**src/rtl/b64c_pkg.sv**
```systemverilog
// Shared types and constants for the base64 stream codec.
// No dependencies; every other file of the block imports this package.
package b64c_pkg;

    // Direction register codes.
    localparam logic DirEncode = 1'b0;
    localparam logic DirDecode = 1'b1;

    // Padding character '='.
    localparam logic [7:0] CharPad = 8'd61;

    // Most results that one request can cause.
    localparam int unsigned MaxResults = 4;

    // Queue depth between the classifier and the result sequencer.
    localparam int unsigned QueueDepth = 2;

    typedef struct packed {
        logic [7:0] in_byte;
        logic       msg_last;
    } item_t;

    typedef struct packed {
        logic [7:0] out_byte;
        logic       has_data;
        logic       run_last;
        logic       msg_end;
    } result_t;

    // Work for the result sequencer: the results one request causes.
    typedef struct packed {
        logic [MaxResults-1:0][7:0] bytes;
        logic [2:0]                 count;
        logic                       has_data;
        logic                       msg_end;
    } job_t;

endpackage

```
**src/rtl/b64c_front.sv**
```systemverilog
// Front end of the base64 stream codec: takes requests, keeps the group state
// and turns each request into a job of up to four results. Uses b64c_pkg.
module b64c_front
    import b64c_pkg::*;
(
    input  logic  clk,
    input  logic  rst_n,
    input  logic  cfg_valid,
    output logic  cfg_ready,
    input  logic  cfg_data,
    input  logic  item_valid,
    output logic  item_ready,
    input  item_t item,
    output logic  push_valid,
    input  logic  push_ready,
    output job_t  push_job
);

    function automatic logic [7:0] sextet_char(input logic [5:0] s);
        logic [7:0] r;
        if (s < 6'd26) begin
            r = 8'd65 + {2'b00, s};
        end else if (s < 6'd52) begin
            r = 8'd71 + {2'b00, s};
        end else if (s < 6'd62) begin
            r = {2'b00, s} - 8'd4;
        end else if (s == 6'd62) begin
            r = 8'd43;
        end else begin
            r = 8'd47;
        end
        return r;
    endfunction

    // Bit 6 set means the character is outside the alphabet.
    function automatic logic [6:0] char_sextet(input logic [7:0] c);
        logic [6:0] r;
        if (c >= 8'd65 && c <= 8'd90) begin
            r = 7'(c - 8'd65);
        end else if (c >= 8'd97 && c <= 8'd122) begin
            r = 7'(c - 8'd71);
        end else if (c >= 8'd48 && c <= 8'd57) begin
            r = 7'(c + 8'd4);
        end else if (c == 8'd43) begin
            r = 7'd62;
        end else if (c == 8'd47) begin
            r = 7'd63;
        end else begin
            r = 7'h40;
        end
        return r;
    endfunction

    logic        direction_reg;
    logic [23:0] group_bits_reg;
    logic [23:0] group_bits_next;
    logic [1:0]  group_count_reg;
    logic [1:0]  group_count_next;
    logic        stopped_reg;
    logic        stopped_next;

    logic [23:0] enc_bits;
    logic [23:0] dec_bits;
    logic [2:0]  count_inc;
    logic [6:0]  sx;
    logic        bad;
    logic [23:0] pad_bits;
    logic [23:0] flush_bits;
    logic [1:0]  flush_count;
    logic [23:0] flush_v;
    logic [2:0]  n;
    job_t        job;
    logic        take;

    assign cfg_ready  = 1'b1;
    assign item_ready = push_ready;
    assign take       = item_valid && item_ready;
    assign push_valid = item_valid && (n != 3'd0);
    assign push_job   = job;

    always_comb
    begin
        job              = '0;
        job.has_data     = 1'b1;
        n                = 3'd0;
        group_bits_next  = group_bits_reg;
        group_count_next = group_count_reg;
        stopped_next     = stopped_reg;
        enc_bits         = {group_bits_reg[15:0], item.in_byte};
        count_inc        = {1'b0, group_count_reg} + 3'd1;
        sx               = char_sextet(item.in_byte);
        bad              = !stopped_reg && (item.in_byte == CharPad || sx[6]);
        dec_bits         = {group_bits_reg[17:0], sx[5:0]};
        pad_bits         = '0;
        flush_bits       = '0;
        flush_count      = '0;
        flush_v          = '0;

        if (direction_reg == DirEncode) begin
            if (count_inc == 3'd3) begin
                job.bytes[0]     = sextet_char(enc_bits[23:18]);
                job.bytes[1]     = sextet_char(enc_bits[17:12]);
                job.bytes[2]     = sextet_char(enc_bits[11:6]);
                job.bytes[3]     = sextet_char(enc_bits[5:0]);
                n                = 3'd4;
                group_bits_next  = '0;
                group_count_next = '0;
            end else begin
                group_bits_next  = enc_bits;
                group_count_next = count_inc[1:0];
                if (item.msg_last) begin
                    // A count of four (left by a decode group of three) pads
                    // out as an all-zero group with one character.
                    case (count_inc)
                        3'd1:    pad_bits = {enc_bits[7:0], 16'h0000};
                        3'd2:    pad_bits = {enc_bits[15:0], 8'h00};
                        default: pad_bits = '0;
                    endcase
                    job.bytes[0] = sextet_char(pad_bits[23:18]);
                    job.bytes[1] = (count_inc[1:0] >= 2'd1) ?
                                   sextet_char(pad_bits[17:12]) : CharPad;
                    job.bytes[2] = (count_inc[1:0] >= 2'd2) ?
                                   sextet_char(pad_bits[11:6]) : CharPad;
                    job.bytes[3] = CharPad;
                    n            = 3'd4;
                end
            end
        end else begin
            if (!stopped_reg) begin
                if (bad) begin
                    stopped_next     = 1'b1;
                    group_bits_next  = '0;
                    group_count_next = '0;
                end else if (count_inc == 3'd4) begin
                    job.bytes[0]     = dec_bits[23:16];
                    job.bytes[1]     = dec_bits[15:8];
                    job.bytes[2]     = dec_bits[7:0];
                    n                = 3'd3;
                    group_bits_next  = '0;
                    group_count_next = '0;
                end else begin
                    group_bits_next  = dec_bits;
                    group_count_next = count_inc[1:0];
                end
            end
            // A stop flushes the group held before this character; the end of
            // a message flushes the group held after it.
            flush_bits  = bad ? group_bits_reg : group_bits_next;
            flush_count = bad ? group_count_reg : group_count_next;
            if (bad || item.msg_last) begin
                case (flush_count)
                    2'd2:
                    begin
                        flush_v      = {flush_bits[11:0], 12'h000};
                        job.bytes[0] = flush_v[23:16];
                        n            = 3'd1;
                    end
                    2'd3:
                    begin
                        flush_v      = {flush_bits[17:0], 6'h00};
                        job.bytes[0] = flush_v[23:16];
                        job.bytes[1] = flush_v[15:8];
                        n            = 3'd2;
                    end
                    default: flush_v = '0;
                endcase
            end
        end

        if (item.msg_last) begin
            group_bits_next  = '0;
            group_count_next = '0;
            stopped_next     = 1'b0;
            if (n == 3'd0) begin
                n            = 3'd1;
                job.has_data = 1'b0;
            end
        end
        job.count   = n;
        job.msg_end = item.msg_last;
    end

    always_ff @(posedge clk or negedge rst_n)
    begin
        if (!rst_n) begin
            direction_reg   <= DirEncode;
            group_bits_reg  <= '0;
            group_count_reg <= '0;
            stopped_reg     <= 1'b0;
        end else begin
            if (cfg_valid) begin
                direction_reg <= cfg_data;
            end
            if (take) begin
                group_bits_reg  <= group_bits_next;
                group_count_reg <= group_count_next;
                stopped_reg     <= stopped_next;
            end
        end
    end

endmodule

```
**src/rtl/b64c_queue.sv**
```systemverilog
// Two-entry job queue between the front end and the result sequencer.
// Uses job_t and QueueDepth from b64c_pkg.
module b64c_queue
    import b64c_pkg::*;
(
    input  logic clk,
    input  logic rst_n,
    input  logic push_valid,
    output logic push_ready,
    input  job_t push_job,
    output logic pop_valid,
    input  logic pop_ready,
    output job_t pop_job
);

    localparam int unsigned PtrW = $clog2(QueueDepth);
    localparam int unsigned CntW = $clog2(QueueDepth + 1);

    job_t            entries_reg [QueueDepth];
    logic [PtrW-1:0] wr_ptr_reg;
    logic [PtrW-1:0] rd_ptr_reg;
    logic [CntW-1:0] count_reg;
    logic            do_push;
    logic            do_pop;

    assign push_ready = (count_reg != CntW'(QueueDepth));
    assign pop_valid  = (count_reg != '0);
    assign pop_job    = entries_reg[rd_ptr_reg];
    assign do_push    = push_valid && push_ready;
    assign do_pop     = pop_valid && pop_ready;

    always_ff @(posedge clk)
    begin
        if (do_push) begin
            entries_reg[wr_ptr_reg] <= push_job;
        end
    end

    always_ff @(posedge clk or negedge rst_n)
    begin
        if (!rst_n) begin
            wr_ptr_reg <= '0;
            rd_ptr_reg <= '0;
            count_reg  <= '0;
        end else begin
            if (do_push) begin
                wr_ptr_reg <= (wr_ptr_reg == PtrW'(QueueDepth - 1)) ? '0 : wr_ptr_reg + 1'b1;
            end
            if (do_pop) begin
                rd_ptr_reg <= (rd_ptr_reg == PtrW'(QueueDepth - 1)) ? '0 : rd_ptr_reg + 1'b1;
            end
            if (do_push && !do_pop) begin
                count_reg <= count_reg + 1'b1;
            end else if (do_pop && !do_push) begin
                count_reg <= count_reg - 1'b1;
            end
        end
    end

endmodule

```
**src/rtl/b64c_back.sv**
```systemverilog
// Result sequencer: walks each queued job into the output register, one
// result per cycle unless stalled. Uses job_t, result_t from b64c_pkg.
module b64c_back
    import b64c_pkg::*;
(
    input  logic    clk,
    input  logic    rst_n,
    input  logic    pop_valid,
    output logic    pop_ready,
    input  job_t    pop_job,
    output logic    result_valid,
    input  logic    result_ready,
    output result_t result
);

    logic [1:0] idx_reg;
    logic       out_valid_reg;
    result_t    out_reg;
    logic       load;
    logic       is_last;

    assign load         = pop_valid && (!out_valid_reg || result_ready);
    assign is_last      = ({1'b0, idx_reg} == pop_job.count - 3'd1);
    assign pop_ready    = load && is_last;
    assign result_valid = out_valid_reg;
    assign result       = out_reg;

    always_ff @(posedge clk)
    begin
        if (load) begin
            out_reg.out_byte <= pop_job.bytes[idx_reg];
            out_reg.has_data <= pop_job.has_data;
            out_reg.run_last <= is_last;
            out_reg.msg_end  <= pop_job.msg_end && is_last;
        end
    end

    always_ff @(posedge clk or negedge rst_n)
    begin
        if (!rst_n) begin
            idx_reg       <= '0;
            out_valid_reg <= 1'b0;
        end else begin
            if (load) begin
                out_valid_reg <= 1'b1;
                idx_reg       <= is_last ? 2'd0 : idx_reg + 2'd1;
            end else if (result_ready) begin
                out_valid_reg <= 1'b0;
            end
        end
    end

`ifndef NO_ASSERTIONS
    a_idx_in_job: assert property (@(posedge clk) disable iff (!rst_n)
        pop_valid |-> ({1'b0, idx_reg} < pop_job.count))
        else $error("result index runs past the job");

    a_end_is_run_last: assert property (@(posedge clk) disable iff (!rst_n)
        (result_valid && result.msg_end) |-> result.run_last)
        else $error("message end without run end");

    a_marker_form: assert property (@(posedge clk) disable iff (!rst_n)
        (result_valid && !result.has_data) |->
            (result.out_byte == 8'd0 && result.msg_end))
        else $error("malformed end marker");

    a_idx_restarts: assert property (@(posedge clk) disable iff (!rst_n)
        pop_ready |=> (idx_reg == 2'd0))
        else $error("result index not reset after job");
`endif

endmodule

```
**src/rtl/base64_stream_codec_core.sv**
```systemverilog
// Base64 stream codec: one request in, up to four result requests out.
// The first result of a request is registered in the job queue and then in
// the output register. Throughput: one request per cycle while the two-entry
// job queue has room; results leave at one per cycle from the output register
// while the consumer takes them. Reset clears direction to encode, the held
// group, the stop flag, the job queue and the output register.
module base64_stream_codec_core
    import b64c_pkg::*;
(
    input  logic    clk,
    input  logic    rst_n,
    input  logic    cfg_valid,
    output logic    cfg_ready,
    input  logic    cfg_data,
    input  logic    item_valid,
    output logic    item_ready,
    input  item_t   item,
    output logic    result_valid,
    input  logic    result_ready,
    output result_t result
);

    // The front end classifies each request against the direction register
    // and the held group, updates that state in the same cycle, and writes a
    // job holding every result the request causes. Requests that cause
    // nothing write no job.
    logic push_valid;
    logic push_ready;
    job_t push_job;

    // The queue lets the front end keep taking requests while the sequencer
    // is still stepping through the four characters of an encoded group or
    // waiting on a stalled consumer.
    logic pop_valid;
    logic pop_ready;
    job_t pop_job;

    b64c_front u_front (
        .clk        (clk),
        .rst_n      (rst_n),
        .cfg_valid  (cfg_valid),
        .cfg_ready  (cfg_ready),
        .cfg_data   (cfg_data),
        .item_valid (item_valid),
        .item_ready (item_ready),
        .item       (item),
        .push_valid (push_valid),
        .push_ready (push_ready),
        .push_job   (push_job)
    );

    b64c_queue u_queue (
        .clk        (clk),
        .rst_n      (rst_n),
        .push_valid (push_valid),
        .push_ready (push_ready),
        .push_job   (push_job),
        .pop_valid  (pop_valid),
        .pop_ready  (pop_ready),
        .pop_job    (pop_job)
    );

    // Emits one result per cycle unless stalled, and marks the last result of
    // each job with run_last, and the last of a message with msg_end.
    b64c_back u_back (
        .clk          (clk),
        .rst_n        (rst_n),
        .pop_valid    (pop_valid),
        .pop_ready    (pop_ready),
        .pop_job      (pop_job),
        .result_valid (result_valid),
        .result_ready (result_ready),
        .result       (result)
    );

endmodule

```
**config.mk**
```make
export PLATFORM = sky130hd
export DESIGN_NAME = base64_stream_codec_core
export DESIGN_NICKNAME = d
export VERILOG_FILES = /design/src/rtl/b64c_pkg.sv /design/src/rtl/b64c_front.sv /design/src/rtl/b64c_queue.sv /design/src/rtl/b64c_back.sv /design/src/rtl/base64_stream_codec_core.sv
export SDC_FILE = /design/constraint.sdc
export NUM_CORES = 1
export LEC_CHECK = 0
export ABC_AREA = 1
export BUFFER_PORTS_ARGS = -buffer_cell sky130_fd_sc_hd__clkbuf_2
export CAP_MARGIN = 25
export CORE_MARGIN = 4
export CORE_UTILIZATION = 30
export DETAILED_ROUTE_END_ITERATION = 8
export MAX_ROUTING_LAYER = met4
export PLACE_DENSITY_LB_ADDON = 0.12
export SLEW_MARGIN = 20
export SYNTH_ARGS = -nofsm -noshare
export SYNTH_HDL_FRONTEND = slang
export SYNTH_SLANG_ARGS = --single-unit
```
**constraint.sdc**
```tcl
create_clock -name clk -period 4.5 [get_ports clk]
set_input_delay 0 -clock clk [delete_from_list [all_inputs] [get_ports clk]]
set_output_delay 0 -clock clk [all_outputs]
set_load 0.05 [all_outputs]
```
Word-level counts from Yosys, hierarchy flattened
Memory sizes are Yosys's and may differ from the RTL's.
Index checks and enable logic that the tools add are counted.

storage, ports and cells
  memories = 1
  word-level logic and storage cells = 211
  input port bits = 15
  output and inout bits = 14
  bits in registers = 46
  memory bits (writable) = 74

cells by class
  equality and inequality tests = 18
  reduce and logical (&&, ||, !) cells = 27
  $add $sub $neg = 31
  muxes and demuxes = 91
  magnitude comparators = 30

memory list
  memory               words  bits a word  rd ports  clocked after Yosys merged registers in  wr ports  RTL line          source
  u_queue.entries_reg  2      37           1         0                                        1         b64c_queue.sv:19  job_t entries_reg [QueueDepth];

operator list
  operator             count
  $mux 24              13
  $mux 8               26
  $add 7x6->8 const A  14
  $lt 6x6->1 const B   14
  $sub 6x3->7 const B  7
  $pmux 24 s2          1
  $mux 3               15
  $eq 6x6->1 const B   7
  $lt 6x5->1 const B   7
  $mux 7               5
  $mux 32              1
  $mux 30              1
  $eq 8x6->1 const B   3
  $mux 2               12
  $mux 18              1
  $bmux 8 s2           1
  $ge 8x7->1 const B   2
  $le 8x7->1 const B   2
  $mux 16              1
  $pmux 8 s2           1
  $sub 7x7->7 const B  2
  $logic_and 1x1->1    13
  $mux 1               12
  $ge 8x6->1 const B   1
  other kinds (23)     35

Longest topological paths before layout
Gate-level depths: netlist (run 1).

  depth after elaboration = 26
  depth in mapped cells = 24
  gate-level depth less buffers = 23

Modules after synthesis
From an unflattened synthesis (run 1), not the netlist that was laid out.

unflattened totals
  cells, all modules = 1,214
  area, all modules = 8,989.9 um^2

by module, submodules not included
  module      instances  area each (um^2)  cells an instance
  b64c_front  1          5,223.8           891
  b64c_queue  1          2,926.6           222
  b64c_back   1          839.6             101

Worst setup path after synthesis (run 1)
Ideal clock, no wire load.

  path kind = input-to-reg
  start point = input port item[3] (netlist name)
  end point = memory u_queue.entries_reg[1][0] (netlist name), enable pin
  setup time = 0.431 ns
  data required time = 4.069 ns
  cell stages on the path = 20
  arrival time = 3.406 ns
  slack = 0.663 ns
  cells stage by stage = buf_2 inv_2 ha_1 nand2_1 nand3_1 nand2_2 nand2_1 nand2_2 nand3_1 nand2_1 inv_2 nand3_4 buf_12 nor2_4 inv_2 nand2_1 nand2_1 nand3_1 nand2_1 nor2_1

on the way
  word-level cells in the longest chain between the ends = 24
  elaborated cells between the ends (all ways) = 42
  those cells by class = add/sub (3); order compare (6); eq/ne (5); mux (18); reduce/logical (10)

ends and longest elaborated chain
  element                                             RTL line                        source
  from (decl)                                         base64_stream_codec_core.sv:17  input item_t item,
  branches (longest 6 deep; another with $ge 8x6->1)  --
  $logic_or 1x1->1 (*)                                b64c_front.sv:92                bad = !stopped_reg && (item.in_byte == CharPad || sx[6]);
  $logic_and 1x1->1 (*)                               b64c_front.sv:92
  $mux 2                                              b64c_front.sv:130               if (bad) begin
  $mux 2                                              b64c_front.sv:129               if (!stopped_reg) begin
  $mux 2                                              b64c_front.sv:99                if (direction_reg == DirEncode) begin
  $mux 2                                              b64c_front.sv:149               flush_count = bad ? group_count_reg : group_count_next;
  $eq 2x2->1                                          b64c_front.sv:151               case (flush_count)
  [3 not listed]                                      --
  $logic_not 3->1                                     b64c_front.sv:174               if (n == 3'd0) begin
  $mux 3                                              b64c_front.sv:174
  $mux 3 (*)                                          b64c_front.sv:170               if (item.msg_last) begin
  $reduce_bool 3->1 (*)                               b64c_front.sv:78                assign push_valid = item_valid && (n != 3'd0);
  $logic_and 1x1->1 (*)                               b64c_front.sv:78
  $logic_and 1x1->1 (*)                               b64c_queue.sv:29                assign do_push = push_valid && push_ready;
  $mux 1 (*)                                          b64c_queue.sv:34                if (do_push) begin
  $mux 1 (implied by the code) (*)                    b64c_queue.sv:35                entries_reg[wr_ptr_reg] <= push_job;
  to (decl)                                           b64c_queue.sv:19

Mark *: on every way between the ends. The select of a mux whose other input is x is not followed.

==> results.cfg, run 1 <==
[setup_path]
arrival_ns = 3.53
crit_fanout = 9
critPathMaxStageDelay_ns = 0.54
worst_r2r_path_depth = 12
cp_num_cells = 12
cp_data_required_time_ns = 4.70
cp_num_buf_inv = 3
cpMaxStageDelayCell = o22ai_1
end_kind = register
path_cells = inv_1 > ha_1 > clkinv_1 > o22ai_1 > inv_1 > ha_1 > o21ai_0 > xor2_1 > a21oi_1 > nand2_1 > a31oi_1 > a21oi_1
crit_family = compound AO/OA/AOI/OAI gates
startpoint_type = register
path_class = register to register

[route]
final_antenna_net_count = 0
drtIter0Drc = 924
vias = 8610
drc_errors = 0
vias_per_cell = 5.31
detail_route.wl_per_cell_um = 19.7
wirelength_um = 32000
dr.pass1.iters = 5

[final_layout]
nNetsFinal = 1292
post-route-util = 0.349
stdcell_count = 1622
drive_gt1_frac = 0.103
largest_reg_flops = 74
n_antenna_cell = 0
fillCellCount = 3112
syn_to_final_growth_pct = 13.3

[timing]
max_freq_ghz = 0.300
finalSetupViolCount = 0
fin_skew_ns = 0.0151
period_share = 0.741
whs_ns = 0.119
maxSlewViolCount = 0
finalCriticalPeriod_ns = 3.33
setup_ws_ns = 1.17
worstMarginPinSlew_ns = 0.972
fin_setup_tns_ns = 0
slew_headroom = 0.352
grt_setup_unrepaired = no
finalHoldViolations = 0

[floorplanning]
die_area_sq_um = 32600
die_x_um = 181
start_util = 0.308
core_sq_um = 29000
pin_count = 29
die_height_um = 181
core.rowCount = 62

[cts]
cts_buffers = 17
cts_num_sinks = 114
cts.clk_slew.worst_paths_ns = 0.06
clockBufferDepth = 2
cts_tree = done
post_cts_buffers = 0
cts_root_buffer = clkbuf_16
cts.htree.levels = 4
clk_latency_ns = 0.43

[power]
max-vdd-ir-drop_mv = 0.247
p_clk_frac = 0.200
power.switching_mw = 3.01
combPwrFrac = 0.508
power.leakage_nw = 4.25
seq_power_share = 0.293
p_int_mw = 3.13
power.density_nw_per_um2 = 607
switching_share = 0.491

[synthesis]
syn-cell-area_sq_um = 8940
ys_warn_count = 0
synth.area.mux_share = 0.00224
syn_avg_cell_area_sq_um = 7.48
ys_async_sr_fraction = 0.254
ys.flop_type = edfxtp_1
synth-adder-area-share = 0.0728
synth_area_leaders = edfxtp_1 (29%), nand2_1 (9.7%), o21ai_0 (8.3%), dfrtp_1 (8.1%), ha_1 (7.3%)
synth_top_family_by_area = simple AND/OR/NAND/NOR gates
yosysTopAreaCellShare = 0.286
ys_seq_elements = 114
synth_area_leader_cell = edfxtp_1
syn-instance-count = 1195
synth_most_common_cell = nand2_1
synth_compound_gate_area_share = 0.208
synthSimpleGateAreaFrac = 0.241
synth_top_cells_by_count = nand2_1 (231), o21ai_0 (148), nor2_1 (136)
synth_nets = 1262
synth-seq-area-share = 0.367
synth_edf_count = 85
synth-xor-area-share = 0.0274
yosys.cell_types.count = 56

[placement]
place_inst = 1584
place_ws_ns = 0.851
hpwlAfterDp_um = 24300
gp_congestion = 0.970
portBuffers = 27

[job]
drv_cap = 0

[global_routing]
antenna_found_initial = 0
grt_max_degree = 35
track_usage = 0.198
grt-ovfl-total = 0
grt_pass1_vias = 8278
grt_pass1_wl_um = 49200

[hold_path]
hold_depth = 3
hold_path_class = primary input to register

[run_status]
status = complete, no violations
-- power groups by stage --
stage          Sequential (mW)  Clock [mW]  Combinational [mW]
2_1_floorplan             1.87           0                1.98
3_3_place_gp              1.82           0                3.14
3_5_place_dp              1.81           0                3.11
4_1_cts                   1.80        1.24                3.12
5_1_grt                   1.83        1.29                3.44
6_report                  1.80        1.23                3.12
-- cell families after synthesis --
| family | count (synthesis) |
|---|---|
| xor gates and xnor gates | 28 |
| buffers and inverters | 179 |
| and+or+nand+nor | 493 |
| AOI/OAI and AO/OA | 326 |
| DFF | 114 |
| adders and majority gates | 52 |
| other | 1 |
| muxes | 2 |
-- timing repair --
action                     4_1_cts  5_1_grt
hold buffers                     6        0
setup endpoints to repair        0        0
hold endpoints to repair        33        0
resized for setup                0        0
-- area by class of cell --
cell class              count  area (sq um)  share of cell area
clock buffers              17           425              0.0420
clock inverters            15           111              0.0110
inverters                 131           494              0.0488
multi-input cells         902          4940               0.487
flip-flops and latches    114          3280               0.324
well taps                 384           480              0.0474
repair buffers             59           403              0.0398
-- final timing paths --
check                                           start                         to  slack [ns]
max                        u_front.group_count_reg[1]  u_queue.entries_reg[1][9]        1.17
min                                           item[8]  u_front.group_bits_reg[7]        0.12
max reg2reg                u_front.group_count_reg[1]  u_queue.entries_reg[1][9]        1.17
min reg2reg                        u_queue.wr_ptr_reg         u_queue.wr_ptr_reg        0.48
max in group asynchronous                       rst_n  u_front.group_bits_reg[1]        3.73
min in group asynchronous                       rst_n       u_queue.count_reg[1]        0.21
-- worst register-to-register path: cells and delay by family, from the launching register on --
kind,cells,cell delay (ns)
AO/OA/AOI/OAI,5,1.31
buffers and inverters,3,0.65
flip-flops,1,0.45
adder cells (fa/ha/maj),2,0.45
XOR/XNOR,1,0.18
AND/OR/NAND/NOR,1,0.07
-- layout by cell type (no fill, tap or decap), types with 25 or more instances in the layout --
cell type / instances
inv_1: 115
edfxtp_1: 85
dfrtp_1: 29
nand2_1: 231
nand3_1: 74
nor2_1: 135
ha_1: 52
o21ai_0: 148
a21oi_1: 72
clkbuf_2: 27
buf_4: 25
-- stage by stage --
step	area, sq um	total power, mW
2_1_floorplan	8940	3.86
3_3_place_gp	9530	4.96
3_5_place_dp	9530	4.92
4_1_cts	10100	6.16
5_1_grt	10100	6.57
6_report	10100	6.14
-- metal layers --
| layer | GRT usage | part of all wire |
|---|---|---|
| met1 | 0.265 | 0.45 |
| met5 | - | 0 |
| met2 | 0.316 | 0.47 |
| met4 | 0.0466 | 0.016 |
| met3 | 0.0301 | 0.058 |
Note: power is estimated with default switching activity, not from simulation.
==> run 2, diff against run 1 <==
Clock period 4.5 ns to 2.9 ns, I/O delays scaled along.
==> run 2 against run 1 <==
Compared with the run above:
- combinational power is 80% higher
- critical endpoint is now u_queue.entries_reg[1][6]
- final area is 8.5% higher
- first-iteration DRC count is 8.8% higher
- largest cell class unchanged
- critical path type unchanged
==> results.cfg, run 2 (same netlist as run 1, synthesis figures left out) <==
[run_status]
status = complete, no violations

[cts]
clockBufferDepth = 2
cts.clk_slew.worst_paths_ns = 0.06
cts_root_buffer = clkbuf_16
cts_buffers = 17
cts_tree = done
clk_latency_ns = 0.42
cts.htree.levels = 4
cts_num_sinks = 114

[global_routing]
grt_pass1_wl_um = 51200
track_usage = 0.206
antenna_found_initial = 0
grt_max_degree = 35
grt-ovfl-total = 0
grt_pass1_vias = 8479

[timing]
finalSetupViolCount = 0
whs_ns = 0.0853
period_share = 0.940
maxSlewViolCount = 0
worstMarginPinSlew_ns = 0.905
slew_headroom = 0.389
grt_setup_unrepaired = no
finalHoldViolations = 0
max_freq_ghz = 0.367
fin_skew_ns = 0.0124
finalCriticalPeriod_ns = 2.73

[final_layout]
syn_to_final_growth_pct = 22.9
multiInputGateArea_sq_um = 4990
fillCellCount = 3058
stdcell_count = 1718
seq_area_sq_um = 3280
mostFrequentLayoutCells = nand2_1 (229), o21ai_0 (147), nor2_1 (134)
n_antenna_cell = 0
final_area_sq_um = 11000
nNetsFinal = 1388
drive_gt1_frac = 0.176
largest_reg_flops = 74
final_common_cell = nand2_1

[setup_path]
arrival_ns = 2.89
cp_data_required_time_ns = 3.06
path_class = register to register
crit_fanout = 7
reg2reg_slack_ns = 0.17
startpoint_type = register
end_kind = register

[route]
vias_per_cell = 5.14
drc_errors = 0
drtIter0Drc = 1005
final_antenna_net_count = 0
detail_route.wl_per_cell_um = 19.3
dr.pass1.iters = 5
vias = 8832
wirelength_um = 33200

[floorplanning]
pin_count = 29
core_sq_um = 29000
die_area_sq_um = 32600
die_x_um = 181
core.rowCount = 62
start_util = 0.308
die_height_um = 181

[placement]
portBuffers = 27
gp_congestion = 0.944
place_inst = 1678
hpwlAfterDp_um = 25400
placed_cell_area_sq_um = 10300

[job]
drv_cap = 0

[power]
power.density_nw_per_um2 = 940
max-vdd-ir-drop_mv = 0.432
power.leakage_nw = 4.74

[hold_path]
hold_path_class = primary input to register
## run 2: final timing paths
check                                      startpoint                   endpoint  cells past startpoint
max                        u_front.group_count_reg[1]  u_queue.entries_reg[1][6]                     16
min                                           item[5]  u_front.group_bits_reg[4]                      3
max reg2reg                u_front.group_count_reg[1]  u_queue.entries_reg[1][6]                     16
min reg2reg                      u_queue.count_reg[0]       u_queue.count_reg[0]                      1
max in group asynchronous                       rst_n        u_front.stopped_reg                      4
min in group asynchronous                       rst_n         u_queue.rd_ptr_reg                      3
## run 2: layer usage
layer,part of all wire,vias up,GRT usage
met4,0.023,0,0.0605
met1,0.48,4200,0.288
li1,-,4359,-
met3,0.046,38,0.0313
met2,0.45,235,0.311
met5,0,-,-
## run 2: metrics by stage
stage                     setup slack [ns]   util  power (mW)  setup TNS, ns
after floorplan                     0.0656      -        5.99              0
after global placement             -0.0454  0.353        8.16        -0.0454
after detailed placement           -0.0241  0.353        8.14        -0.0241
after CTS                           0.0814  0.376        10.3              0
after global routing                0.0210  0.379        11.0              0
final                                0.173  0.379        10.3              0
## run 2: layout make-up
cell class	instances	share of cell area
clock inverters	12	0.0121
flip-flops and latches	114	0.298
repair buffers	155	0.105
multi-input cells	902	0.454
inverters	131	0.0453
clock buffers	20	0.0416
well taps	384	0.0437
## run 2: critical path: stages, from the launching register on
cell     delay (ns)
dfrtp_1        0.35
inv_1          0.06
buf_4          0.14
ha_1           0.20
inv_2          0.14
o22ai_1        0.10
buf_4          0.17
ha_1           0.23
inv_1          0.07
o21ai_0        0.10
a21oi_2        0.17
inv_1          0.10
o21ai_0        0.27
buf_4          0.16
nand3_1        0.06
inv_1          0.08
nor2_1         0.06
## run 2: power breakdown
group | internal, mW | switching, mW | leakage [nW]
logic | 1.84 | 3.79 | 3.28
clock network | 1.31 | 0.786 | 0.282
registers | 2.38 | 0.228 | 1.17
total | 5.53 | 4.80 | 4.74
## run 2: repair_timing
item,in CTS,in global routing
hold endpoints to repair,35,6
gates cloned,0,0
setup endpoints to repair,2,24
hold buffers,6,1
buffers inserted,0,0
gates resized for setup,1,14
